[src/design/crsr_pkg.sv]
// shared constants, status codes and types of the channel range shift remapper
// no dependencies
package crsr_pkg;

    localparam int MAX_CONNECTORS = 64;
    localparam int CHANNEL_BITS   = 13;
    localparam int GAP_BITS       = 10;
    localparam int SHIFT_BITS     = CHANNEL_BITS + 1;
    localparam int MOVED_BITS     = CHANNEL_BITS + 2;
    localparam int STATUS_BITS    = 3;
    localparam int IDX_BITS       = (MAX_CONNECTORS > 1) ? $clog2(MAX_CONNECTORS) : 1;
    localparam int POS_BITS       = $clog2(MAX_CONNECTORS + 1);

    localparam logic [STATUS_BITS-1:0] ST_UNCHANGED = 3'd0;
    localparam logic [STATUS_BITS-1:0] ST_SHIFTED   = 3'd1;
    localparam logic [STATUS_BITS-1:0] ST_MASKED    = 3'd2;
    localparam logic [STATUS_BITS-1:0] ST_ADDED     = 3'd3;
    localparam logic [STATUS_BITS-1:0] ST_INVALID   = 3'd4;
    localparam logic [STATUS_BITS-1:0] ST_OVERLAP   = 3'd5;
    localparam logic [STATUS_BITS-1:0] ST_FULL      = 3'd6;

    localparam logic REQ_ADD    = 1'b0;
    localparam logic REQ_LOOKUP = 1'b1;

    typedef logic [CHANNEL_BITS-1:0]      chan_t;
    typedef logic [GAP_BITS-1:0]          gap_t;
    typedef logic signed [SHIFT_BITS-1:0] shift_t;
    typedef logic [STATUS_BITS-1:0]       status_t;

    // one stored connector range
    typedef struct packed {
        gap_t   gap;
        chan_t  first_ch;
        chan_t  last_ch;
        shift_t shift;
    } crsr_entry_t;

    // item travelling down the cell chain with what it has gathered so far
    typedef struct packed {
        logic                req_type;
        gap_t                gap;
        chan_t               channel;
        chan_t               first_ch;
        chan_t               last_ch;
        shift_t              shift;
        logic                invalid;
        logic                found;
        status_t             res_status;
        chan_t               res_channel;
        logic                overlap;
        logic                free_found;
        logic [IDX_BITS-1:0] free_idx;
        logic [POS_BITS-1:0] pos;
    } crsr_tok_t;

endpackage

[src/design/crsr_cell.sv]
// one cell of the range chain: holds a connector range, checks the passing item
// depends on crsr_pkg
module crsr_cell (
    input  logic                 clk,
    input  logic                 rst_n,
    input  logic                 in_valid,
    input  crsr_pkg::crsr_tok_t  in_tok,
    output logic                 out_valid,
    output crsr_pkg::crsr_tok_t  out_tok,
    input  logic                 wr_sel,
    input  crsr_pkg::crsr_entry_t wr_entry
);
    import crsr_pkg::*;

    logic                   valid_reg;
    crsr_entry_t            entry_reg;
    logic                   vld_reg;
    crsr_tok_t              tok_reg;
    crsr_tok_t              tok_next;
    logic                   gap_hit;
    logic                   hit_ch;
    logic                   hit_first;
    logic                   hit_last;
    logic signed [MOVED_BITS-1:0] moved;
    logic signed [MOVED_BITS-1:0] lo_bound;
    logic signed [MOVED_BITS-1:0] hi_bound;

    assign gap_hit   = valid_reg && (entry_reg.gap == in_tok.gap);
    assign hit_ch    = gap_hit && (in_tok.channel >= entry_reg.first_ch)
                       && (in_tok.channel <= entry_reg.last_ch);
    assign hit_first = gap_hit && (in_tok.first_ch >= entry_reg.first_ch)
                       && (in_tok.first_ch <= entry_reg.last_ch);
    assign hit_last  = gap_hit && (in_tok.last_ch >= entry_reg.first_ch)
                       && (in_tok.last_ch <= entry_reg.last_ch);

    assign moved    = signed'({2'b00, in_tok.channel}) + MOVED_BITS'(entry_reg.shift);
    assign lo_bound = signed'({2'b00, entry_reg.first_ch});
    assign hi_bound = signed'({2'b00, entry_reg.last_ch});

    always_comb
    begin
        tok_next     = in_tok;
        tok_next.pos = in_tok.pos + POS_BITS'(1);
        if (in_tok.req_type == REQ_LOOKUP)
        begin
            // lowest matching cell wins
            if (!in_tok.found && hit_ch)
            begin
                tok_next.found = 1'b1;
                if (moved < lo_bound || moved > hi_bound)
                begin
                    tok_next.res_status  = ST_MASKED;
                    tok_next.res_channel = '0;
                end
                else
                begin
                    tok_next.res_status  = ST_SHIFTED;
                    tok_next.res_channel = moved[CHANNEL_BITS-1:0];
                end
            end
        end
        else
        begin
            if (hit_first || hit_last)
                tok_next.overlap = 1'b1;
            if (!valid_reg && !in_tok.free_found)
            begin
                tok_next.free_found = 1'b1;
                tok_next.free_idx   = in_tok.pos[IDX_BITS-1:0];
            end
        end
    end

    always_ff @(posedge clk or negedge rst_n)
    begin
        if (!rst_n)
        begin
            valid_reg <= 1'b0;
            vld_reg   <= 1'b0;
        end
        else
        begin
            vld_reg <= in_valid;
            if (wr_sel)
                valid_reg <= 1'b1;
        end
    end

    always_ff @(posedge clk)
    begin
        tok_reg <= tok_next;
        if (wr_sel)
            entry_reg <= wr_entry;
    end

    assign out_valid = vld_reg;
    assign out_tok   = tok_reg;

endmodule

[config.mk]
export PLATFORM = sky130hd
export DESIGN_NAME = crsr_cell
export DESIGN_NICKNAME = d
export VERILOG_FILES = /design/src/design/crsr_pkg.sv /design/src/design/crsr_cell.sv
export SDC_FILE = /design/constraint.sdc
export NUM_CORES = 1
export LEC_CHECK = 0
export BUFFER_PORTS_ARGS = -buffer_cell sky130_fd_sc_hd__buf_4
export CORE_MARGIN = 8
export CORE_UTILIZATION = 53
export DETAILED_ROUTE_END_ITERATION = 8
export PLACE_DENSITY = 0.84
export SLEW_MARGIN = 20
export SYNTH_ARGS = -nofsm -noshare
export SYNTH_HDL_FRONTEND = slang
export SYNTH_SLANG_ARGS = --single-unit
[constraint.sdc]
create_clock -name clk -period 6.55 [get_ports clk]
set_input_delay 0 -clock clk [delete_from_list [all_inputs] [get_ports clk]]
set_output_delay 0 -clock clk [all_outputs]
set_load 0.01 [all_outputs]
==> results.py, run 1 <==
metrics = {
    "status": {
        "outcome": "completed",
    },
    "global_routing": {
        "grt_pass1_vias": 8000,
        "antenna_found_initial": 3,
        "grt_overflow_total": 0,
        "grt_pass1_wl_um": 46400,
        "grt_use_total": 0.343,
        "grt_max_degree": 52,
    },
    "worst_setup_path": {
        "path_max_fanout": 8,
        "critPathLaunchType": "register",
        "cp_top_family": "compound AO/OA/AOI/OAI gates",
        "crit_type": "reg2reg",
        "crit_buf_inv": 1,
        "end_kind": "register",
        "cp.required_ps": 6890,
        "max_stage_delay_ps": 470,
        "path_cells": "ha_1 -> fa_1 -> a21oi_1 -> o211ai_1 -> a311o_1 -> a21oi_1 -> xor2_1 -> inv_1 -> ha_1 -> nand4_1 -> o32ai_1 -> a31oi_1 -> nor4_4 -> nand3_2 -> o21ai_1",
        "critical-path-slowest-cell": "fa_1",
        "critPathArrivalTime_ps": 4980,
    },
    "clock_network": {
        "ctsRootBufferMaster": "clkbuf_16",
        "clock_sinks": 149,
        "cts_htree_levels": 4,
        "path_clk_slew_ps": 70,
        "hold_buffers": 155,
        "clock_latency_ps": 440,
        "cts_tree": "built",
        "cts_setup_buffers": 0,
        "clock_path_buffers": 2,
        "cts_resized": 0,
        "numCtsBuffers": 17,
    },
    "yosys": {
        "synth_edf_count": 50,
        "ys_seq_area_frac": 0.493,
        "synthCells": 621,
        "async_reset_ff_frac": 0.0134,
        "netlist.area_leader.share": 0.274,
        "synth.avg_cell_area_sq_um": 11.4,
        "synth_area_leader_cell": "dfxtp_1",
        "synth_nets": 890,
        "yosysWarnings": 0,
        "ys_seq_elements": 149,
        "synthFlopType": "dfxtp_1",
        "synth.top_cells.by_area": "dfxtp_1, edfxtp_1, ha_1",
        "synth_area_sq_um": 7090,
        "yosysUniqueCellTypes": 56,
    },
    "min_path": {
        "hp-class": "in2reg",
    },
    "detailed_routing": {
        "vias_per_cell": 5.96,
        "drcViolationCount": 0,
        "ant_nets": 0,
        "drtPass1Iterations": 7,
        "wire_per_inst_um": 24.5,
        "vias": 7335,
        "drt-initial-drc-count": 1107,
        "routed_wirelength_um": 30200,
    },
    "job": {
        "maxCapViolCount": 0,
    },
    "placed_design": {
        "place_area_sq_um": 9130,
        "port_buffers": 248,
        "gpl.final_weighted_congestion": 0.887,
        "post-dp-hpwl_um": 17500,
    },
    "sta": {
        "max_slew.worst_pin.slew_ps": 923,
        "hold_viol_final": 0,
        "finalSetupTns_ps": 0,
        "period_share": 0.709,
        "finalSetupViolations": 0,
        "fin_worst_skew_ps": 16.6,
        "slew_headroom": 0.380,
        "finalCriticalPeriod_ps": 4640,
        "drv_slew": 0,
        "fmax_mhz": 215,
        "grt_setup_unrepaired": "no",
    },
    "finish": {
        "drive_above_1_share": 0.279,
        "areaGrowthSynthToFinish_pct": 58.9,
        "fin_util": 0.857,
        "final_common_cell": "buf_4",
        "final_cell_mix": "buf_4, dlygate4sd3_1, ha_1, dfxtp_1, edfxtp_1",
        "stdcell_area_sq_um": 11300,
        "largest_reg_flops": 97,
        "nNetsFinal": 1307,
    },
    "power_and_ir_drop": {
        "p_leak_nw": 5.23,
        "power_density_nw_per_um2": 241,
        "p_total_mw": 2.72,
        "vdd_drop_max_v": 0.000207,
    },
    "floorplan": {
        "rows": 42,
        "initial_utilization": 0.539,
        "die_height_um": 132,
        "die_x_um": 132,
        "die_area_sq_um": 17300,
        "core-area_sq_um": 13100,
        "ios": 249,
    },
}
==> stage by stage <==
step           hold WS, ps  cells  setup WS, ps
2_1_floorplan         -296    621          2880
3_3_place_gp          -214   1040          2530
3_5_place_dp          -211   1040          2360
4_1_cts                141   1227          2230
5_1_grt                172   1230          1700
6_report               168   1230          1910
==> metal layers <==
metal / GRT usage / routed length, um / vias up
met5: 0 / 0 / -
met4: 0.224 / 1980 / 0
met3: 0.116 / 3310 / 179
met2: 0.558 / 14200 / 622
met1: 0.379 / 10600 / 3393
li1: - / - / 3141
==> worst register-to-register path, delay by kind of cell (launching register included) <==
family | cells | cell delay (ps)
and+or+nand+nor | 3 | 900
buffers and inverters | 1 | 100
adders and majority gates | 3 | 1050
xor gates and xnor gates | 1 | 240
AOI/OAI and AO/OA | 7 | 1850
DFF | 1 | 410
==> power by group <==
part	total, mW	internal (mW)	switching, mW
clock	0.962	0.540	0.422
combinational	0.709	0.332	0.377
sequential	1.05	1.02	0.0281
total	2.72	1.89	0.827
==> synth_stat cells, types with 12 or more instances <==
cell      number
nor2_1        22
inv_1         42
ha_1         117
nand2_1       45
nand4_1       23
nand3_1       12
o21ai_0       25
dfxtp_1       97
edfxtp_1      50
xnor2_1       20
a21oi_1       29
==> cell families after synthesis <==
family / synth area share
mux: 0.00953
fa+ha+maj: 0.209
flops: 0.493
buf+inv: 0.0272
simple gates: 0.114
xor+xnor: 0.0321
compound gates: 0.114
==> cell type report <==
type / count / area [sq um]
multi-input cells: 425 / 3400
diodes: 3 / 7.51
well taps: 176 / 220
clock buffers: 20 / 447
inverters: 42 / 158
repair buffers: 403 / 3410
flip-flops and latches: 149 / 3490
clock inverters: 12 / 118
fillers: 623 / 1880
==> path summary, 6_finish.rpt <==
check	from	end	slack [ps]	cells after the start
setup / recovery	entry_reg[0]	out_tok[16]	1910	15
hold / removal	wr_sel	entry_reg[27]	170	1
setup reg to reg	entry_reg[0]	out_tok[16]	1910	15
hold reg to reg	valid_reg	out_tok[13]	640	1
max in group asynchronous	rst_n	valid_reg	5960	3
min in group asynchronous	rst_n	out_valid	450	3
Power figures use the tool's default switching activity.
==> run 2, diff against run 1 <==
Settings changed: CORE_UTILIZATION 53 to 45, PLACE_DENSITY 0.84 to 0.76.
Clock period 6.55 ns to 3.8 ns, I/O delays scaled along.
==> results.py, run 2 (synthesized netlist as in run 1, its figures left out) <==
metrics = {
    "status": {
        "outcome": "finished, violations left",
        "violations": "setup timing",
    },
    "finish": {
        "fill_cells": 1004,
        "stdcell_area_sq_um": 11800,
        "final_common_cell": "buf_4",
        "fin_util": 0.751,
        "final_cell_mix": "buf_4, dlygate4sd3_1, ha_1, dfxtp_1, edfxtp_1",
        "drive_above_1_share": 0.319,
        "areaGrowthSynthToFinish_pct": 65.8,
        "final_cells": 1297,
        "largest_reg_flops": 97,
        "nNetsFinal": 1336,
    },
    "worst_setup_path": {
        "cp.required_ps": 4150,
        "cp_top_family": "compound AO/OA/AOI/OAI gates",
        "cpMostUsedCell": "buf_6",
        "path_cells": "buf_6 -> ha_4 -> a211oi_4 -> o21ai_2 -> a311o_1 -> a21o_1 -> a21oi_2 -> xor2_1 -> inv_1 -> buf_6 -> ha_4 -> nand4_1 -> o32ai_2 -> a31oi_4 -> nor4_4 -> buf_6 -> nand4_1 -> nand2_1",
        "path_max_fanout": 7,
        "r2r-start": "entry_reg[1]",
        "critPathLaunchType": "register",
        "crit_buf_inv": 4,
        "max_stage_delay_ps": 420,
        "end_kind": "register",
        "reg2reg_depth": 18,
        "rrSetupSlack_ps": -130,
        "crit-reg2reg-capture": "out_tok[21]",
        "crit_type": "reg2reg",
        "critPathArrivalTime_ps": 4280,
        "critical-path-slowest-cell": "edfxtp_1",
    },
    "power_and_ir_drop": {
        "p_clk_frac": 0.354,
        "switchingPower_mw": 1.34,
        "switching_share": 0.280,
        "p_total_mw": 4.79,
        "p_leak_nw": 5.42,
        "internal_power_mw": 3.45,
        "seq_power_share": 0.374,
        "vdd_drop_max_v": 0.000331,
        "power_density_nw_per_um2": 408,
        "pwr-share-comb": 0.272,
    },
    "floorplan": {
        "ios": 249,
        "die_height_um": 141,
        "rows": 46,
        "core-area_sq_um": 15700,
        "die_area_sq_um": 20000,
        "die_x_um": 141,
        "initial_utilization": 0.453,
    },
    "sta": {
        "finalSetupTns_ps": -994,
        "hold_viol_final": 0,
        "period_share": 1.03,
        "drv_slew": 0,
        "finalCriticalPeriod_ps": 3930,
        "grt_setup_unrepaired": "yes",
        "setup_slack_ps": -130,
        "whs_ps": 172,
        "fin_worst_skew_ps": 6.08,
        "fmax_mhz": 254,
        "finalSetupViolations": 15,
        "max_slew.worst_pin.slew_ps": 816,
        "slew_headroom": 0.452,
    },
    "min_path": {
        "hold_path.startpoint": "wr_sel",
        "hold_path_end": "entry_reg[46]",
        "hp-class": "in2reg",
        "whs_path_depth": 1,
    },
    "job": {
        "maxCapViolCount": 0,
    },
    "placed_design": {
        "gpl.final_weighted_congestion": 0.894,
        "port_buffers": 248,
        "post-dp-hpwl_um": 16200,
        "place_area_sq_um": 9330,
        "post-place-ws_ps": -203,
        "placedCellCount": 1098,
    },
    "detailed_routing": {
        "drcViolationCount": 0,
        "routed_wirelength_um": 24400,
        "wire_per_inst_um": 18.8,
        "ant_nets": 0,
        "drtPass1Iterations": 8,
        "drt-initial-drc-count": 410,
        "vias_per_cell": 5.15,
        "vias": 6685,
    },
    "global_routing": {
        "grt_pass1_wl_um": 38000,
        "grt_pass1_vias": 7277,
        "grt_max_degree": 52,
        "grt_overflow_total": 0,
        "grt_use_total": 0.243,
        "antenna_found_initial": 1,
    },
    "clock_network": {
        "cts_tree": "built",
        "clock_path_buffers": 2,
        "clock_latency_ps": 420,
        "numCtsBuffers": 17,
        "path_clk_slew_ps": 60,
        "ctsRootBufferMaster": "clkbuf_16",
        "clock_sinks": 149,
        "cts_htree_levels": 4,
    },
}
## run 2: how the worst max path moves through the flow
stage | startpoint | end | slack (ps) | cells past startpoint
2_1_floorplan | entry_reg[0] | out_tok[26] | 130 | 17
3_3_place_gp | entry_reg[0] | out_tok[26] | -30 | 16
3_5_place_dp | entry_reg[0] | out_tok[17] | -200 | 17
4_1_cts | entry_reg[0] | out_tok[24] | 2 | 19
5_1_grt | entry_reg[1] | out_tok[22] | -220 | 19
6_report | entry_reg[1] | out_tok[21] | -130 | 18
## run 2: power groups by stage
stage | registers (mW) | logic (mW) | clock network (mW)
6_report | 1.79 | 1.30 | 1.70
5_1_grt | 1.80 | 1.43 | 1.79
4_1_cts | 1.79 | 1.19 | 1.72
3_5_place_dp | 1.82 | 1.02 | 0
3_3_place_gp | 1.82 | 0.994 | 0
2_1_floorplan | 1.84 | 0.517 | 0
## run 2: layout make-up
| cell class | count | area [sq um] | share of cell area |
|---|---|---|---|
| diodes | 1 | 2.50 | 0.000213 |
| clock buffers | 24 | 515 | 0.0439 |
| clock inverters | 8 | 85.1 | 0.00724 |
| inverters | 42 | 158 | 0.0134 |
| multi-input cells | 425 | 3570 | 0.304 |
| flip-flops and latches | 149 | 3490 | 0.297 |
| well taps | 216 | 270 | 0.0230 |
| repair buffers | 432 | 3660 | 0.311 |
## run 2: what timing repair did
| action | in CTS | in global routing |
|---|---|---|
| resized for setup | 12 | 23 |
| pin swaps | 6 | 27 |
| hold buffers | 157 | 0 |
| setup buffers | 4 | 5 |
| hold endpoints to repair | 150 | 0 |
| setup endpoints to repair | 15 | 15 |
## run 2: layer usage
layer  GRT usage  wire (um)  part of all wire
met1       0.261       9190              0.38
met5           0          0                 0
met2       0.437      12800              0.52
met3      0.0696       1740             0.072
met4       0.106        652             0.027
## run 2: worst register-to-register path: stages (launching register included)
cell and delay, ps:
edfxtp_1 420, buf_6 140, ha_4 220, a211oi_4 250
o21ai_2 110, a311o_1 320, a21o_1 190, a21oi_2 140
xor2_1 200, inv_1 130, buf_6 140, ha_4 250
nand4_1 120, o32ai_2 370, a31oi_4 70, nor4_4 370
buf_6 190, nand4_1 110, nand2_1 140
==> run 3, diff against run 2 <==
Settings changed: CORE_UTILIZATION 45 to 53, PLACE_DENSITY 0.76 to 0.84.
Clock period 3.8 ns to 5.1 ns, I/O delays scaled along.
==> results.py, run 3 (synthesized netlist as in run 1, its figures left out) <==
metrics = {
    "detailed_routing": {
        "vias_per_cell": 5.94,
        "wire_per_inst_um": 24.4,
        "drt-initial-drc-count": 764,
        "vias": 7302,
        "routed_wirelength_um": 30000,
        "ant_nets": 0,
        "drtPass1Iterations": 8,
        "drcViolationCount": 0,
    },
    "finish": {
        "largest_reg_flops": 97,
        "fill_cells": 597,
        "final_common_cell": "buf_4",
        "areaGrowthSynthToFinish_pct": 59.2,
        "final_cells": 1229,
        "final_cell_mix": "buf_4, dlygate4sd3_1, ha_1, dfxtp_1, edfxtp_1",
        "nNetsFinal": 1308,
        "drive_above_1_share": 0.281,
        "stdcell_area_sq_um": 11300,
    },
    "floorplan": {
        "core-area_sq_um": 13100,
        "ios": 249,
        "initial_utilization": 0.539,
        "die_x_um": 132,
        "die_height_um": 132,
        "rows": 42,
        "die_area_sq_um": 17300,
    },
    "placed_design": {
        "gpl.final_weighted_congestion": 0.887,
        "placedCellCount": 1040,
        "place_area_sq_um": 9130,
        "post-place-ws_ps": 920,
        "port_buffers": 248,
        "post-dp-hpwl_um": 17500,
    },
    "worst_setup_path": {
        "crit_buf_inv": 1,
        "path_max_fanout": 8,
        "crit_start": "entry_reg[0]",
        "end_kind": "register",
        "cp.required_ps": 5430,
        "critPathLaunchType": "register",
        "path_cells": "ha_1 -> fa_1 -> a21oi_1 -> o211ai_1 -> a311o_1 -> a21oi_1 -> xor2_1 -> inv_1 -> ha_1 -> nand4_1 -> o32ai_1 -> a31oi_1 -> nor4_4 -> nand3_2 -> o21a_1",
        "critical-path-slowest-cell": "nor4_4",
        "cp_top_family": "compound AO/OA/AOI/OAI gates",
        "crit_type": "reg2reg",
        "max_stage_delay_ps": 470,
        "r2r-start": "entry_reg[0]",
        "critPathArrivalTime_ps": 4760,
    },
    "min_path": {
        "hp-class": "in2reg",
        "hold_path.startpoint": "wr_sel",
    },
    "global_routing": {
        "antenna_found_initial": 1,
        "grt_max_degree": 52,
        "grt_overflow_total": 0,
        "grt_use_total": 0.338,
        "grt_pass1_wl_um": 45600,
        "grt_pass1_vias": 7938,
    },
    "sta": {
        "max_slew.worst_pin.slew_ps": 1040,
        "setup_slack_ps": 670,
        "drv_slew": 0,
        "hold_viol_final": 0,
        "finalSetupTns_ps": 0,
        "period_share": 0.869,
        "slew_headroom": 0.302,
        "grt_setup_unrepaired": "no",
        "fin_worst_skew_ps": 17.7,
        "fmax_mhz": 226,
        "finalSetupViolations": 0,
        "finalCriticalPeriod_ps": 4430,
    },
    "power_and_ir_drop": {
        "power_density_nw_per_um2": 314,
        "vdd_drop_max_v": 0.000274,
        "p_leak_nw": 5.25,
    },
    "clock_network": {
        "cts_setup_buffers": 0,
        "cts_htree_levels": 4,
        "clock_path_buffers": 2,
        "numCtsBuffers": 17,
        "path_clk_slew_ps": 80,
        "clock_sinks": 149,
        "ctsRootBufferMaster": "clkbuf_16",
        "clock_latency_ps": 450,
        "cts_tree": "built",
    },
    "status": {
        "outcome": "completed",
    },
    "job": {
        "maxCapViolCount": 0,
    },
}
## run 3: cell count changes in the layout (fill, tap and decap cells not counted), sizes merged
| cell | before | now |
|---|---|---|
| buf | 275 | 248 |
| clkbuf | 24 | 17 |
| clkinv | 4 | 1 |
| clkinvlp | 0 | 1 |
| dlygate4sd3 | 157 | 156 |
| inv | 45 | 54 |
## run 3: worst paths after layout
path                                       to  slack [ps]  cells after the start
worst max-delay path              out_tok[29]         670                     15
worst min-delay path            entry_reg[29]         150                      1
worst max register to register    out_tok[29]         670                     15
worst min register to register    out_tok[13]         610                      1
max in group asynchronous           out_valid        4520                      3
min in group asynchronous           valid_reg         450                      3
## run 3: what timing repair did
item                                   in CTS  in global routing
gates resized for setup                     0                  0
hold buffers                              156                  0
endpoints found under the hold margin     150                  0
## run 3: metal layers
layer / part of all wire / GRT usage / up-vias
li1: - / - / 3139
met1: 0.35 / 0.360 / 3377
met2: 0.49 / 0.582 / 606
met3: 0.11 / 0.112 / 180
met4: 0.060 / 0.188 / 0
met5: 0 / 0 / -
## run 3: final cells by class
type | count | area [sq um] | area share
antenna | 1 | 2.50 | 0.000222
clock buffer | 17 | 425 | 0.0377
clock inverter | 15 | 158 | 0.0140
inverter | 42 | 158 | 0.0140
multi-input combinational | 425 | 3400 | 0.301
sequential | 149 | 3490 | 0.310
tap | 176 | 220 | 0.0195
timing repair buffer | 404 | 3420 | 0.303
## run 3: worst reg2reg max path, cell delays in order (launching register included)
cell      delay (ps)
edfxtp_1         370
ha_1             260
fa_1             430
a21oi_1          310
o211ai_1         230
a311o_1          330
a21oi_1          170
xor2_1           220
inv_1             90
ha_1             300
nand4_1          130
o32ai_1          320
a31oi_1          130
nor4_4           470
nand3_2          330
o21a_1           230
## run 3: power breakdown
group / internal, mW / switching (mW)
Sequential: 1.31 / 0.0345
Clock: 0.697 / 0.593
Combinational: 0.426 / 0.483
## run 3: metrics by stage
| stage | hold slack [ps] | utilization | total power, mW |
|---|---|---|---|
| floorplan | -296 | - | 1.76 |
| global placement | -214 | 0.695 | 2.05 |
| detailed placement | -212 | 0.695 | 2.08 |
| CTS | 137 | 0.858 | 3.42 |
| global route | 163 | 0.859 | 3.64 |
| finish | 149 | 0.859 | 3.54 |
